$ cat src/rtl/core/rsd_pkg.sv
// ----------------------------------------------------------------------------
// rsd_pkg
// Types and constants of the run-length scanline decoder.
// ----------------------------------------------------------------------------
`timescale 1ns / 1ps

package rsd_pkg;

    localparam int unsigned MAX_LINE_WIDTH = 65535;
    localparam int unsigned QUEUE_DEPTH    = 2;

    localparam logic [6:0] COUNT_MASK   = 7'h7f;
    localparam int unsigned LITERAL_BIT = 7;

    localparam logic CFG_LINE_WIDTH   = 1'b0;
    localparam logic CFG_WIDE_SAMPLES = 1'b1;

    typedef enum logic [1:0] {
        PH_HEADER    = 2'd0,
        PH_LITERAL   = 2'd1,
        PH_REPLICATE = 2'd2,
        PH_IDLE      = 2'd3
    } t_phase;

    typedef enum logic [2:0] {
        OP_END     = 3'd0,
        OP_LIT     = 3'd1,
        OP_LIT_OVR = 3'd2,
        OP_REP     = 3'd3,
        OP_REP_OVR = 3'd4
    } t_op;

    typedef struct packed {
        logic [15:0] data_word;
        logic        line_start;
    } t_in_item;

    typedef struct packed {
        logic [7:0]  pixel_value;
        logic [15:0] start_column;
        logic [6:0]  repeat_res;
        logic        line_done;
        logic        overrun_error;
    } t_out_item;

    typedef struct packed {
        logic [15:0] line_width;
        logic        wide_samples;
    } t_cfg;

    typedef struct packed {
        t_op         op;
        logic [7:0]  value;
        logic [15:0] column;
        logic [6:0]  count;
    } t_cmd;

endpackage

$ cat src/rtl/core/rsd_front.sv
// ----------------------------------------------------------------------------
// rsd_front
// Accepts stream items, tracks packet state and column, issues run commands.
// ----------------------------------------------------------------------------
`timescale 1ns / 1ps

module rsd_front
    import rsd_pkg::*;
(
    input  logic     i_clk,
    input  logic     i_rst_n,
    input  t_cfg     i_cfg,
    input  logic     i_accept,
    input  t_in_item i_item,
    output logic     o_push,
    output t_cmd     o_cmd
);

    t_phase      r_phase, n_phase;
    logic [6:0]  r_left, n_left;
    logic [15:0] r_column, n_column;

    t_phase      ph_eff;
    logic [6:0]  left_eff;
    logic [15:0] col_eff;
    logic [15:0] width_eff;
    logic [15:0] room;
    logic [6:0]  count;
    logic [7:0]  sample;
    logic [6:0]  left_dec;
    logic        rep_over;

    always_comb begin
        ph_eff    = i_item.line_start ? PH_HEADER : r_phase;
        left_eff  = i_item.line_start ? 7'd0 : r_left;
        col_eff   = i_item.line_start ? 16'd0 : r_column;
        width_eff = (32'(i_cfg.line_width) > MAX_LINE_WIDTH) ? 16'(MAX_LINE_WIDTH)
                                                             : i_cfg.line_width;
        room      = (col_eff >= width_eff) ? 16'd0 : (width_eff - col_eff);
        count     = i_item.data_word[6:0] & COUNT_MASK;
        sample    = i_cfg.wide_samples ? i_item.data_word[15:8] : i_item.data_word[7:0];
        left_dec  = left_eff - 7'd1;
        rep_over  = ({9'd0, left_eff} > room);
    end

    always_comb begin
        n_phase  = r_phase;
        n_left   = r_left;
        n_column = r_column;
        if (i_accept) begin
            n_phase  = ph_eff;
            n_left   = left_eff;
            n_column = col_eff;
            unique case (ph_eff)
                PH_HEADER: begin
                    if (count == 7'd0) begin
                        n_phase = PH_IDLE;
                    end else begin
                        n_left  = count;
                        n_phase = i_item.data_word[LITERAL_BIT] ? PH_LITERAL : PH_REPLICATE;
                    end
                end
                PH_LITERAL: begin
                    if (room == 16'd0) begin
                        n_phase = PH_IDLE;
                    end else begin
                        n_column = col_eff + 16'd1;
                        n_left   = left_dec;
                        if (left_dec == 7'd0) begin
                            n_phase = PH_HEADER;
                        end
                    end
                end
                PH_REPLICATE: begin
                    if (rep_over) begin
                        n_column = col_eff + room;
                        n_phase  = PH_IDLE;
                    end else begin
                        n_column = col_eff + {9'd0, left_eff};
                        n_left   = 7'd0;
                        n_phase  = PH_HEADER;
                    end
                end
                PH_IDLE: begin
                    n_phase = PH_IDLE;
                end
                default: begin
                    n_phase = PH_IDLE;
                end
            endcase
        end
    end

    always_comb begin
        o_push       = 1'b0;
        o_cmd.op     = OP_END;
        o_cmd.value  = sample;
        o_cmd.column = col_eff;
        o_cmd.count  = left_eff;
        unique case (ph_eff)
            PH_HEADER: begin
                o_push = i_accept && (count == 7'd0);
                o_cmd.op = OP_END;
            end
            PH_LITERAL: begin
                o_push   = i_accept;
                o_cmd.op = (room == 16'd0) ? OP_LIT_OVR : OP_LIT;
            end
            PH_REPLICATE: begin
                o_push = i_accept;
                if (rep_over) begin
                    o_cmd.op    = OP_REP_OVR;
                    o_cmd.count = room[6:0];
                end else begin
                    o_cmd.op = OP_REP;
                end
            end
            PH_IDLE: begin
                o_push = 1'b0;
            end
            default: begin
                o_push = 1'b0;
            end
        endcase
    end

    always_ff @(posedge i_clk) begin
        if (!i_rst_n) begin
            r_phase  <= PH_HEADER;
            r_left   <= 7'd0;
            r_column <= 16'd0;
        end else begin
            r_phase  <= n_phase;
            r_left   <= n_left;
            r_column <= n_column;
        end
    end

endmodule

$ cat src/rtl/core/rsd_queue.sv
// ----------------------------------------------------------------------------
// rsd_queue
// Two-entry command queue between the front and the back.
// ----------------------------------------------------------------------------
`timescale 1ns / 1ps

module rsd_queue
    import rsd_pkg::*;
(
    input  logic i_clk,
    input  logic i_rst_n,
    input  logic i_push,
    input  t_cmd i_cmd,
    input  logic i_pop,
    output logic o_valid,
    output t_cmd o_cmd,
    output logic o_full
);

    localparam int unsigned PTR_W = $clog2(QUEUE_DEPTH);
    localparam int unsigned CNT_W = $clog2(QUEUE_DEPTH + 1);

    t_cmd             r_mem [QUEUE_DEPTH];
    logic [PTR_W-1:0] r_wr_ptr, n_wr_ptr;
    logic [PTR_W-1:0] r_rd_ptr, n_rd_ptr;
    logic [CNT_W-1:0] r_count, n_count;
    logic             do_pop;

    assign o_valid = (r_count != '0);
    assign o_full  = (r_count == CNT_W'(QUEUE_DEPTH));
    assign o_cmd   = r_mem[r_rd_ptr];
    assign do_pop  = i_pop && o_valid;

    always_comb begin
        n_wr_ptr = r_wr_ptr;
        n_rd_ptr = r_rd_ptr;
        n_count  = r_count;
        if (i_push) begin
            n_wr_ptr = (r_wr_ptr == PTR_W'(QUEUE_DEPTH - 1)) ? '0 : r_wr_ptr + 1'b1;
        end
        if (do_pop) begin
            n_rd_ptr = (r_rd_ptr == PTR_W'(QUEUE_DEPTH - 1)) ? '0 : r_rd_ptr + 1'b1;
        end
        if (i_push && !do_pop) begin
            n_count = r_count + 1'b1;
        end else if (!i_push && do_pop) begin
            n_count = r_count - 1'b1;
        end
    end

    always_ff @(posedge i_clk) begin
        if (i_push) begin
            r_mem[r_wr_ptr] <= i_cmd;
        end
    end

    always_ff @(posedge i_clk) begin
        if (!i_rst_n) begin
            r_wr_ptr <= '0;
            r_rd_ptr <= '0;
            r_count  <= '0;
        end else begin
            r_wr_ptr <= n_wr_ptr;
            r_rd_ptr <= n_rd_ptr;
            r_count  <= n_count;
        end
    end

endmodule

$ cat src/rtl/core/rsd_back.sv
// ----------------------------------------------------------------------------
// rsd_back
// Turns queued run commands into result items held in an output register.
// ----------------------------------------------------------------------------
`timescale 1ns / 1ps

module rsd_back
    import rsd_pkg::*;
(
    input  logic      i_clk,
    input  logic      i_rst_n,
    input  logic      i_cmd_valid,
    input  t_cmd      i_cmd,
    output logic      o_pop,
    output logic      o_out_valid,
    output t_out_item o_out_data,
    input  logic      i_out_stall
);

    logic      r_valid, n_valid;
    t_out_item r_data, n_data;
    logic      take;

    assign take        = !r_valid || !i_out_stall;
    assign o_pop       = take && i_cmd_valid;
    assign n_valid     = take ? i_cmd_valid : r_valid;
    assign o_out_valid = r_valid;
    assign o_out_data  = r_data;

    always_comb begin
        n_data.pixel_value   = i_cmd.value;
        n_data.start_column  = i_cmd.column;
        n_data.repeat_res    = i_cmd.count;
        n_data.line_done     = 1'b0;
        n_data.overrun_error = 1'b0;
        unique case (i_cmd.op)
            OP_END: begin
                n_data.pixel_value = 8'd0;
                n_data.repeat_res  = 7'd0;
                n_data.line_done   = 1'b1;
            end
            OP_LIT: begin
                n_data.repeat_res = 7'd1;
            end
            OP_LIT_OVR: begin
                n_data.repeat_res    = 7'd0;
                n_data.overrun_error = 1'b1;
            end
            OP_REP: begin
                n_data.repeat_res = i_cmd.count;
            end
            OP_REP_OVR: begin
                n_data.overrun_error = 1'b1;
            end
            default: begin
                n_data.repeat_res = 7'd0;
            end
        endcase
    end

    always_ff @(posedge i_clk) begin
        if (o_pop) begin
            r_data <= n_data;
        end
    end

    always_ff @(posedge i_clk) begin
        if (!i_rst_n) begin
            r_valid <= 1'b0;
        end else begin
            r_valid <= n_valid;
        end
    end

endmodule

$ cat src/rtl/core/rle_scanline_decoder_unit.sv
// One stream word is taken per clock while the input is not stalled. Header
// words other than the end packet, and words in an idle line, give no result;
// every other word gives one run item, which passes through the queue into the
// output register. Runs wait in a two-entry queue, so the input stalls exactly
// when that queue is full, which happens only after the output has stalled.
// line_start on an item restarts the line at column zero.
// ----------------------------------------------------------------------------
// rle_scanline_decoder_unit
// Run-length scanline decoder: front state tracker, run queue, result stage.
// ----------------------------------------------------------------------------
`timescale 1ns / 1ps

module rle_scanline_decoder_unit
    import rsd_pkg::*;
(
    input  logic        i_clk,
    input  logic        i_rst_n,
    input  logic        i_cfg_we,
    input  logic        i_cfg_index,
    input  logic [15:0] i_cfg_data,
    input  logic        i_in_valid,
    input  t_in_item    i_in_data,
    output logic        o_in_stall,
    output logic        o_out_valid,
    output t_out_item   o_out_data,
    input  logic        i_out_stall
);

    t_cfg r_cfg;
    logic accept;
    logic push;
    t_cmd push_cmd;
    logic q_valid;
    t_cmd q_cmd;
    logic q_full;
    logic pop;

    assign o_in_stall = q_full;
    assign accept     = i_in_valid && !q_full;

    always_ff @(posedge i_clk) begin
        if (!i_rst_n) begin
            r_cfg.line_width   <= 16'd1;
            r_cfg.wide_samples <= 1'b0;
        end else if (i_cfg_we) begin
            case (i_cfg_index)
                CFG_LINE_WIDTH:   r_cfg.line_width   <= i_cfg_data;
                CFG_WIDE_SAMPLES: r_cfg.wide_samples <= i_cfg_data[0];
                default:          r_cfg <= r_cfg;
            endcase
        end
    end

    rsd_front u_front (
        .i_clk    (i_clk),
        .i_rst_n  (i_rst_n),
        .i_cfg    (r_cfg),
        .i_accept (accept),
        .i_item   (i_in_data),
        .o_push   (push),
        .o_cmd    (push_cmd)
    );

    rsd_queue u_queue (
        .i_clk   (i_clk),
        .i_rst_n (i_rst_n),
        .i_push  (push),
        .i_cmd   (push_cmd),
        .i_pop   (pop),
        .o_valid (q_valid),
        .o_cmd   (q_cmd),
        .o_full  (q_full)
    );

    rsd_back u_back (
        .i_clk       (i_clk),
        .i_rst_n     (i_rst_n),
        .i_cmd_valid (q_valid),
        .i_cmd       (q_cmd),
        .o_pop       (pop),
        .o_out_valid (o_out_valid),
        .o_out_data  (o_out_data),
        .i_out_stall (i_out_stall)
    );

endmodule

$ cat config.mk
export PLATFORM = sky130hd
export DESIGN_NAME = rle_scanline_decoder_unit
export DESIGN_NICKNAME = d
export VERILOG_FILES = /design/src/rtl/core/rsd_pkg.sv /design/src/rtl/core/rsd_front.sv /design/src/rtl/core/rsd_queue.sv /design/src/rtl/core/rsd_back.sv /design/src/rtl/core/rle_scanline_decoder_unit.sv
export SDC_FILE = /design/constraint.sdc
export NUM_CORES = 1
export LEC_CHECK = 0
export BUFFER_PORTS_ARGS = -buffer_cell sky130_fd_sc_hd__buf_2
export CAP_MARGIN = 20
export CORE_UTILIZATION = 55
export DETAILED_ROUTE_END_ITERATION = 8
export PLACE_DENSITY = 0.79
export SETUP_SLACK_MARGIN = 0.3
export SYNTH_ARGS = -nofsm -noshare
export SYNTH_HDL_FRONTEND = slang
export SYNTH_SLANG_ARGS = --single-unit
$ cat constraint.sdc
create_clock -name i_clk -period 6.2 [get_ports i_clk]
set_input_delay 0 -clock i_clk [delete_from_list [all_inputs] [get_ports i_clk]]
set_output_delay 0 -clock i_clk [all_outputs]
set_load 0.01 [all_outputs]
; ---- Word level (Yosys, flattened, before mapping)
; Memories as Yosys holds them, arrays and structs flattened. A register that Yosys moved wholly into a read port is not among the register bits.
; Index checks and enable logic that the tools add are counted.
[word_totals]
out_inout_bits = 35
memories = 1
register_bits = 80
input_bits = 39
elab_cells = 94
ram_bits = 68
[memory_table]
columns = memory, words, width, read_ports, rd_clocked_by_memory_dff, write_ports, line_no
row1 = u_queue.r_mem, 2, 34, 1, 1, 1, rsd_queue.sv:23  ; t_cmd r_mem [QUEUE_DEPTH];
[op_classes]
reduce_logical = 24
n_addsub = 9
mux = 35
n_lt_le_gt_ge = 2
n_bitwise = 1
n_eq_ne = 8
[op_table]
columns = operator, n
row1 = $mux W16, 4
row2 = $mux W7, 6
row3 = $pmux W16 S2, 1
row4 = $pmux W7 S3, 1
row5 = $mux W2, 9
row6 = $add A16 B1 Y16 const B, 1
row7 = $add A16 B16 Y16, 1
row8 = $add A16 B7 Y16, 1
row9 = $ge A16 B16 Y1, 1
row10 = $gt A7 B16 Y1, 1
row11 = $logic_not A16 Y1, 1
row12 = $sub A16 B16 Y16, 1
row13 = $logic_not A7 Y1, 2
row14 = $pmux W7 S2, 1
row15 = $mux W1, 8
row16 = $mux W8, 1
row17 = $pmux W2 S4, 1
row18 = $sub A7 B1 Y7 const B, 1
row19 = $eq A2 B2 Y1 const B, 3
row20 = $eq A3 B2 Y1 const B, 2
row21 = $logic_and A1 B1 Y1, 6
row22 = $pmux W3 S2, 1
row23 = $reduce_or A2 Y1, 3
row24 = $logic_not A1 Y1, 5
row25 = 14 further kinds, 17

; ---- Depth between registers and ports, before layout
; Gate-level depths: netlist (run 1).
[logic_depth]
word_depth = 9
mapped_depth = 36
depth_no_buf = 32

; ---- Hierarchy
; From an unflattened synthesis (run 1), not the netlist that was laid out.
[hier_totals]
cells_unflattened = 863
hier_area_um2 = 8873.5
[modules_own_cells]
columns = mod, seq_area_each_um2, area_per_inst_um2, n_inst, cells_per_inst
row1 = rsd_front, 500.5, 4211.5, 1, 591
row2 = rsd_queue, 2142.1, 2670.1, 1, 128
row3 = rsd_back, 1011.0, 1277.5, 1, 67
row4 = rle_scanline_decoder_unit, 340.3, 714.4, 1, 77

; ---- Worst setup path after synthesis (run 1)
; No wires, ideal clock.
[synth_timing]
path_type = input-to-reg
from = in i_in_data[0] (netlist name)
to = reg u_front.r_column[13]
t_arrival_ps = 6002
path_stages = 34
t_required_ps = 6080
setup_slack_ps = 79
path_buffers = 4
setup_time_ps = 120
path_cell_list = clkbuf_1 clkbuf_1 clkbuf_1 nand2b_1 inv_1 ha_1 inv_1 fa_1 a21o_1 a221oi_4 or2_1 a21oi_1 o221ai_2 clkbuf_1 nor2_1 ha_1 nor2b_1 o21a_1 o21ai_0 a21o_1 a21oi_1 inv_1 nor2_4 mux2_2 ha_1 a211o_1 o211ai_1 a21oi_1 a21oi_1 o21ai_0 xor2_1 a31oi_1 nand2_1 o31a_1
[synth_lines]
columns = item, line_no
row1 = from (decl), rle_scanline_decoder_unit.sv:22  ; input t_in_item i_in_data,
row2 = to (signal assigned), rsd_front.sv:135  ; r_column <= n_column;
row3 = to (decl), rsd_front.sv:21  ; logic [15:0] r_column, n_column;

; ---- Final worst setup path (run 1)
[layout_timing]
from = reg u_front.r_column[8]
to = reg u_front.r_column[12]
[layout_between]
elab_chain_cells = 6
word_cells_on_any_way = 12
classes_between = add/sub: 4 / order compare: 2 / mux: 5 / reduce/logical: 1
[layout_lines]
columns = item, line_no
row1 = $mux W16 *, rsd_front.sv:36  ; col_eff = i_item.line_start ? 16'd0 : r_column;
row2 = $sub A16 B16 Y16 or $ge A16 B16 Y1 (tied branches), rsd_front.sv:39  ; room = (col_eff >= width_eff) ? 16'd0 : (width_eff - col_eff);
row3 = $mux W16, rsd_front.sv:39
row4 = $add A16 B16 Y16 (tied with other cells), rsd_front.sv:76  ; n_column = col_eff + room;
row5 = "$mux W16, on equally long branches", "rsd_front.sv:75, rsd_front.sv:64"
row6 = $pmux W16 S2 *, rsd_front.sv:54  ; unique case (ph_eff)
; Mark *: on every way between the ends. The rest lies on a longest branch, timed or not.
; A chain may end at the register's enable or synchronous reset.

==> results of run 1 <==
[cell families (layout without fill, tap and decap cells)]
family                     after synthesis  count (layout)  synth area share
and+or+nand+nor                        277             277            0.1584
AOI/OAI and AO/OA                      218             218            0.1688
DFF                                    149             149            0.4559
buffers and inverters                   80             215           0.03613
muxes                                   64              64           0.07769
adders and majority gates               49              49           0.07169
xor gates and xnor gates                31              31           0.03099
other                                    1               8         0.0004280
[registers in the layout (all words and copies together) (netlist names), named ones only]
| name | cells |
|---|---|
| u_queue.r_mem | 68 |
| u_back.o_out_data | 33 |
| r_cfg | 17 |
| u_front.r_column | 16 |
| u_front.r_left | 7 |
| u_front.r_phase | 2 |
| u_queue.r_count | 2 |
| u_back.o_out_valid | 1 |
| u_queue.r_rd_ptr | 1 |
| u_queue.r_wr_ptr | 1 |
[final timing paths]
path	startpoint	to	slack (ns)	cells past startpoint
setup / recovery	u_front.r_column[8]	u_front.r_column[12]	0.59	26
hold / removal	i_rst_n	r_cfg[1]	0.03	2
setup reg to reg	u_front.r_column[8]	u_front.r_column[12]	0.59	26
hold reg to reg	r_cfg[13]	r_cfg[13]	0.46	2
[critical path: stages, from the launching register on]
cell	delay [ns]
dfxtp_2	0.38
nand2b_1	0.09
ha_1	0.38
and3_2	0.26
nand4_1	0.13
buf_4	0.17
or4_1	0.55
o221a_4	0.17
buf_4	0.16
nand2_1	0.15
ha_1	0.20
o21ai_0	0.08
a21o_1	0.17
a21oi_2	0.15
inv_1	0.10
nor2_4	0.18
mux2i_2	0.30
ha_1	0.30
a21oi_1	0.16
inv_1	0.09
or4_1	0.43
o211ai_1	0.24
nand2_1	0.07
nor2_1	0.13
xor2_1	0.18
o221a_2	0.21
o21ai_0	0.06
[power breakdown]
| part | leakage [nW] | switching [mW] | internal (mW) |
|---|---|---|---|
| Clock | 0.298 | 0.442 | 0.645 |
| Combinational | 2.57 | 0.686 | 0.466 |
| Sequential | 1.33 | 0.0500 | 1.24 |
[area by class of cell]
class	instances	area [um^2]
multi-input combinational	647	4589
clock buffer	17	425.4
clock inverter	15	195.2
timing repair buffer	141	965.9
tap	211	264.0
inverter	42	157.7
sequential	149	3999
fill	1106	4775
[stage by stage]
step / total power [mW] / setup slack [ns]
2_1_floorplan: 2.053 / 0.2768
3_3_place_gp: 2.345 / 0.3345
3_5_place_dp: 2.353 / 0.1796
4_1_cts: 3.479 / 0.3178
5_1_grt: 3.681 / 0.2586
6_report: 3.528 / 0.5864
[metal layers]
layer  wire length [um]  vias up  track usage
met4                454        0       0.1066
met5                  0        -            0
li1                   -     3488            -
met3               1993       44      0.05760
met1               9481     3483       0.3708
met2              10370      373       0.4515
[cell usage after synthesis, drive strengths merged (16+ instances only)]
cell and number:
inv 42, clkbuf 33, ha 47, nor2 58, edfxtp 101, nand2b 31
a21oi 61, xnor2 16, nand2 90, dfxtp 48, nor3 18, o21ai 49
nand3 17, mux2 29, mux2i 35
[repair_timing]
| item | in CTS | in global routing |
|---|---|---|
| resized for setup | 3 | 25 |
| buffers inserted | 4 | 5 |
| hold buffers | 36 | 0 |
| hold endpoints to repair | 37 | 0 |
| pin swaps | 1 | 8 |
| setup endpoints to repair | 7 | 10 |
==> out/summary.md, run 1 <==
The final core utilization was 0.6894. At the later pin of the worst-skew pair, clock insertion delay measures 0.43 ns. The classification of the worst-slack hold path is in -> reg. The area share of the largest cell type after synthesis was 0.3462. The ratio of cells with drive above 1 in the final layout was 0.2097. Clock-pin slew was measured on the worst setup and hold paths at 0.06 ns. The H-tree was split into 4 levels. Counting distinct cell types in the post-synthesis netlist gives 77. The instance count of the mapped netlist was 869; the number of DRC markers in iteration 0 was 586. The warning count from the yosys run was 0. The largest total area in the synthesized netlist belongs to edfxtp_1. Detailed placement finished with a half-perimeter wire length of 14.96 mm. Yosys mapped a number of flops with a built-in enable equal to 101. Among all flip-flop cells after synthesis, the most frequent one is edfxtp_1. After synthesis, the cell types taking the most area are edfxtp_1 35%, dfxtp_1 11%, ha_1 6.7%. The part of the cycle the worst path needs is 0.9054. Across the run, the number of max-cap violations was 0. The largest fanout on the critical path is 6. At the end of the flow, the number of nets in the layout was 1086. The flow ran to the end, and the final reports show no timing, DRC or antenna violations.

Setup repair after global routing left no endpoint under its margin. Growth of design area from synthesis to finish: 20.95%. Summed over all layers, the routed wires come to 22.30 mm. Leaving out fill and tap cells, the most frequent cells in the layout are 101 x edfxtp_1, 86 x nand2_1, 73 x buf_2. With fillers left out, the area of the finished cells amounts to 0.01060 mm^2. Counting along the longest clock path gives a buffer depth of 2.

The routed wirelength normalized by instance count came out at 18.25 um. The tools report the number of routed nets with antenna violations as 0. The tools report the category of the worst setup path launch point as a flop. The critical path in this run is classified as reg -> reg.

For this run, the top clock speed supported by timing is 0.1781 GHz. The congestion estimate from routability-driven global placement came to 1.023. At the worst endpoint, the arrival time is 5.92 ns. During placement, the flow inserted port buffers numbering 73. The kind of capture point of the worst setup path was a flop. The tools report the number of sinks handled by clock tree synthesis as 149.

Overall global routing resource usage: 0.2801. The tools report the number of remaining DRC errors as 0. The logs give 74 for the I/O pin count and 1222 for the number of cells in the finished layout apart from fillers. The number of rows created at floorplan was 45. Number of optimization iterations in the first detailed-route pass: 7. The tools report the wire length of the first global-routing pass as 35.48 mm.

Clock skew on the completed layout was measured at 0.01172 ns. The floorplan step set the die width to 128.2 um. Setup violations remaining at the end of the flow were counted as 0. The relative slew slack is 0.2903, and the final critical-path required period is 5.614 ns. The tightest hold path in the finished design has a slack of 0.03068 ns. The synthesized design contains 149 register bits. Initial antenna violation count: 0.

At the pin with the least slew margin, the transition time is 1.062 ns. The number of antenna diodes in the final layout is 0. The run gives 0.01644 mm^2 as the die outline area. The setup total negative slack is 0 ns. After detailed placement, the total cell area comes to 0.009444 mm^2. The tools report the via count of the first global-routing pass as 7061.

Entering global routing, the biggest net connects 39 pins. Dividing total power by cell area gives a power density of 333.0 mW/mm^2. Including well taps, the total number of placed cells is 1145. Share of flip-flops with an asynchronous set or reset after synthesis: 0. The buffer cell driving the clock tree root was clkbuf_16. Measured along the y axis, the die boundary spans 128.2 um. The vias per cell is 6.046.

The total area inside the core boundary comes to 0.01537 mm^2. The synthesized area per cell was 10.08 um^2. The library cell used most frequently in the layout, excluding fill and tap cells, is edfxtp_1. Global routing finished with a remaining overflow of 0. Counting the buffers created by CTS gives 17. For this block, the via count after detailed routing is 7388.

IR analysis of the VDD net gives a maximum drop of 243.2 uV. The number of hold violations in the final report is 0, and the static leakage power is 4.200 nW. At the worst endpoint, the required time is 6.50 ns.

TritonCTS built the clock tree. The logs give 0.5700 for the initial core utilization and 0.008761 mm^2 for the post-synthesis instance area. The run gives 0 as the count of final max-slew check failures. For the post-synthesis sequential area ratio, the log shows 0.4559.
Note: power is estimated with default switching activity, not from simulation.
==> inputs of run 2 (changes only) <==
Settings changed: ABC_AREA set to 1, PLACE_DENSITY 0.79 to 0.76, RECOVER_POWER set to 25.
Clock period 6.2 ns to 7.17 ns, I/O delays scaled along.
==> run 2 against run 1 <==
Area after synthesis is 5.6% higher. Core utilization is 4.2 points lower. Combinational power is 9% lower. Via count is 14% higher. Critical path type unchanged. Largest cell class unchanged.
==> out/summary.md, run 2 <==
The area share of the largest cell type after synthesis was 0.3278 (-0.01840). The run finished with clean final reports. Among all flip-flop cells after synthesis, the most frequent one is edfxtp_1.

Die height: 131.7 um (+2.7%). The maximum single-stage delay on the critical path is 0.53 ns (-0.02 ns). The clock slew at the register clock pins of the worst setup and hold paths works out to 0.07 ns (about the same). The tools report the number of remaining DRC errors as 0 (unchanged). The ratio of total power to cell area was 287.3 mW/mm^2 (-14%); the worst endpoint required time was 7.51 ns (+1.01 ns).

The worst setup path is captured at a flop. The growth of design area from synthesis to finish came out at 15.70%. The logs give 0.1555 GHz (-13%) for the timing-limited maximum frequency and 1219 (+40%) for the instance count of the mapped netlist. The run gives 17 (unchanged) as the TritonCTS buffer count. The pre-CTS worst setup slack is 0.9598 ns (+0.7801 ns).

For the wire length of the first global-routing pass, the log shows 39.31 mm (+11%). The warning count from the yosys run was 0 (unchanged); the adder-cell share of the synthesized area was 0.06788 (-0.003810). The placed cell count was 1497 (+31%).

The number of cells in the finished layout apart from fillers is 1562 (+28%). Setup repair after global routing left no endpoint under its margin. The pin count of the biggest net entering global routing was 45 (+15%); the flop and latch count out of synthesis was 149 (unchanged). The category of the worst setup path launch point is a flop. After synthesis, the most frequently instantiated cells are 368 x nand2_1, 161 x inv_1, 101 x edfxtp_1, 101 x nor2_1, 90 x a21oi_1. Of all cell types, the one taking the most synthesized area is edfxtp_1. The tools report the initial antenna violation count as 0 (unchanged). The type of the worst setup path is reg -> reg.

In the post-synthesis netlist, the cell with the most instances is nand2_1. Static leakage power: 4.832 nW (+15%). For the maximum resistive drop on vdd, the log shows 182.4 uV (-25%).

Die outline area: 0.01735 mm^2 (+5.5%). The half-perimeter wire length of the detailed placement result is 17.09 mm (+14%), and the number of buffer cells added on primary ports is 73 (unchanged). The fraction of synthesized cell area in xor and xnor cells was 0.02082 (-0.01017); the simple-gate share of the synthesized area was 0.2796 (+0.1213). The sum of overflow across all layers after global routing is 0 (unchanged), and the share of flip-flops with an asynchronous set or reset after synthesis is 0 (unchanged).

In this run the worst hold path is classified as in -> reg. The tools report the I/O pin count as 74 (unchanged). The tools report the final critical-path setup slack as 0.7383 ns (+0.1519 ns). The routed wirelength normalized by instance count came out at 15.32 um (-16%).

u_queue.r_mem holds more flip-flops than any other register. The actual slew at the worst max-slew pin works out to 0.9746 ns (-0.08780 ns). The synthesized area per cell is 7.590 um^2 (-25%). Counting stages on the worst path, the most repeated cell is nand2_1.

In the layout the commonest cells are 368 x nand2_1, 161 x inv_1, 101 x edfxtp_1. The final antenna diode count was 0 (unchanged). For the total core area, the log shows 0.01652 mm^2 (+7.5%). TritonCTS built the clock tree. Number of max-cap violations: 0 (unchanged). The largest fanout on the critical path came out at 15 (+9).

The tools report the buffer cell driving the clock tree root as clkbuf_16. Multiplexer share of the synthesized area: 0.001082 (-0.07661). The tools report the wire length reported by the detailed router as 23.94 mm (+7.3%). The worst hold margin is 0.01717 ns (-0.01351 ns), and the final total power is 3.075 mW (-13%). The part of the cycle the worst path needs is 0.8970 (-0.008388), and the number of rows created at floorplan is 47 (+4.4%). The tools report the final setup violation count as 0 (unchanged). The library cell used most frequently in the layout, excluding fill and tap cells, is nand2_1. The maximum root-to-sink buffer count is 2 (unchanged). Worst clock skew on the final layout: 0.01152 ns (-0.0001970 ns). The count of final max-slew check failures is 0 (unchanged).

On the critical path, the stage with the largest delay is an instance of o21ai_0. For the relative slew slack, the log shows 0.3463 (+0.05597). The number of hold violations in the final report came out at 0 (unchanged). The number of enable-type register cells in the synthesized netlist was 101 (unchanged). The ratio of cells with drive above 1 in the final layout works out to 0.08569 (-0.1240). The number of DRC markers in iteration 0 was 724 (+24%); the area fraction in compound gates after synthesis was 0.1148 (-0.05400). For the setup slack on the worst flop-to-flop path, the log shows 0.74 ns (+0.15 ns). The run gives 0 ns (unchanged) as the setup total negative slack. The number of vias after detailed routing is 8405 (+14%).

The logs give 0.2892 (+0.009119) for the overall global routing resource usage and 6.77 ns (+0.85 ns) for the data arrival time at the worst-slack endpoint. The vias per cell is 5.381 (-11%), and the final estimated routing congestion in global placement is 0.9694 (-5.2%). In the post-synthesis netlist, the biggest area contributors are edfxtp_1 33%, nand2_1 15%, dfxtp_1 10%. The number of flip-flops in the largest register is 68 (unchanged). The number of nets in the layout was 1417 (+30%). For the clock network latency to the later pin of the worst-skew pair, the log shows 0.43 ns (about the same). The initial core utilization is 0.5599 (-0.01003), and the horizontal die dimension is 131.7 um (+2.7%). The logs give 0.4316 (-0.02423) for the post-synthesis sequential area ratio and 8071 (+14%) for the via count of the first global-routing pass.

After synthesis, the largest family of logic cells by area is simple AND/OR/NAND/NOR gates. The number of optimization iterations in the first detailed-route pass is 6 (-1), and the number of routed nets with antenna violations is 0 (unchanged). Final critical-path required period: 6.432 ns (+0.8181 ns). The run gives 0.009253 mm^2 (+5.6%) as the post-synthesis instance area. The tools report the number of sinks handled by clock tree synthesis as 149 (unchanged). The number of unique standard cell types used by synthesis was 44 (-43%). The H-tree depth reported by CTS came out at 4 (unchanged).
## run 2: cell count changes after synthesis, moves of 31 or more
cell      previous run  this run
nor2_1              56       101
inv_1               42       161
o21ai_0             45        76
nand3_1             17        72
nand2b_1            31         0
nand2_1             90       368
mux2i_1             35         1
## run 2: worst max-delay path: cells and delay by family (launching register included)
family          cells  cell delay [ns]
buf+inv             6             0.65
flops               1             0.33
simple gates       16             1.92
fa+ha+maj           3             1.10
compound gates     10             2.33
## run 2: area by class of cell
cell class                 instances  area, um^2
fill                            1469        5819
multi-input combinational        880        4519
timing repair buffer             118       730.7
sequential                       149        3994
inverter                         163       611.8
clock buffer                      17       425.4
clock inverter                    15       148.9
tap                              220       275.3
## run 2: metal layers
metal | GRT usage | vias up | part of all wire
met4 | 0.1163 | 0 | 0.020
met5 | 0 | - | 0
li1 | - | 4207 | -
met3 | 0.04823 | 48 | 0.064
met2 | 0.4874 | 313 | 0.48
met1 | 0.3698 | 3837 | 0.44
## run 2: logic make-up after synthesis
kind of cell / after synthesis
XOR/XNOR: 22
other: 1
flip-flops: 149
buffers and inverters: 197
AO/OA/AOI/OAI: 195
adder cells (fa/ha/maj): 49
AND/OR/NAND/NOR: 605
multiplexers: 1
## run 2: final timing paths
check / depth (start not counted) / start / end
max: 35 / u_front.r_column[9] / u_front.r_column[10]
min: 3 / i_in_data[6] / u_queue.r_mem[0][28]
max reg2reg: 35 / u_front.r_column[9] / u_front.r_column[10]
min reg2reg: 1 / u_queue.r_rd_ptr / flop
## run 2: through the flow
step | area [um^2] | util
2_1_floorplan | 9279 | -
3_3_place_gp | 9856 | 0.5964
3_5_place_dp | 9856 | 0.5964
4_1_cts | 10750 | 0.6506
5_1_grt | 10710 | 0.6478
6_report | 10710 | 0.6478
## run 2: timing repair
action                                 4_1_cts  5_1_grt
setup endpoints to repair                    0        2
hold buffers                                32        0
resized for setup                            0        1
endpoints found under the hold margin       34        0
setup buffers                                0        0
## run 2: report_power, final
| group | leakage (nW) | internal [mW] | switching (mW) |
|---|---|---|---|
| Clock | 0.277 | 0.486 | 0.385 |
| Sequential | 1.34 | 1.11 | 0.0466 |
| Combinational | 3.22 | 0.313 | 0.736 |
| Total | 4.83 | 1.91 | 1.17 |
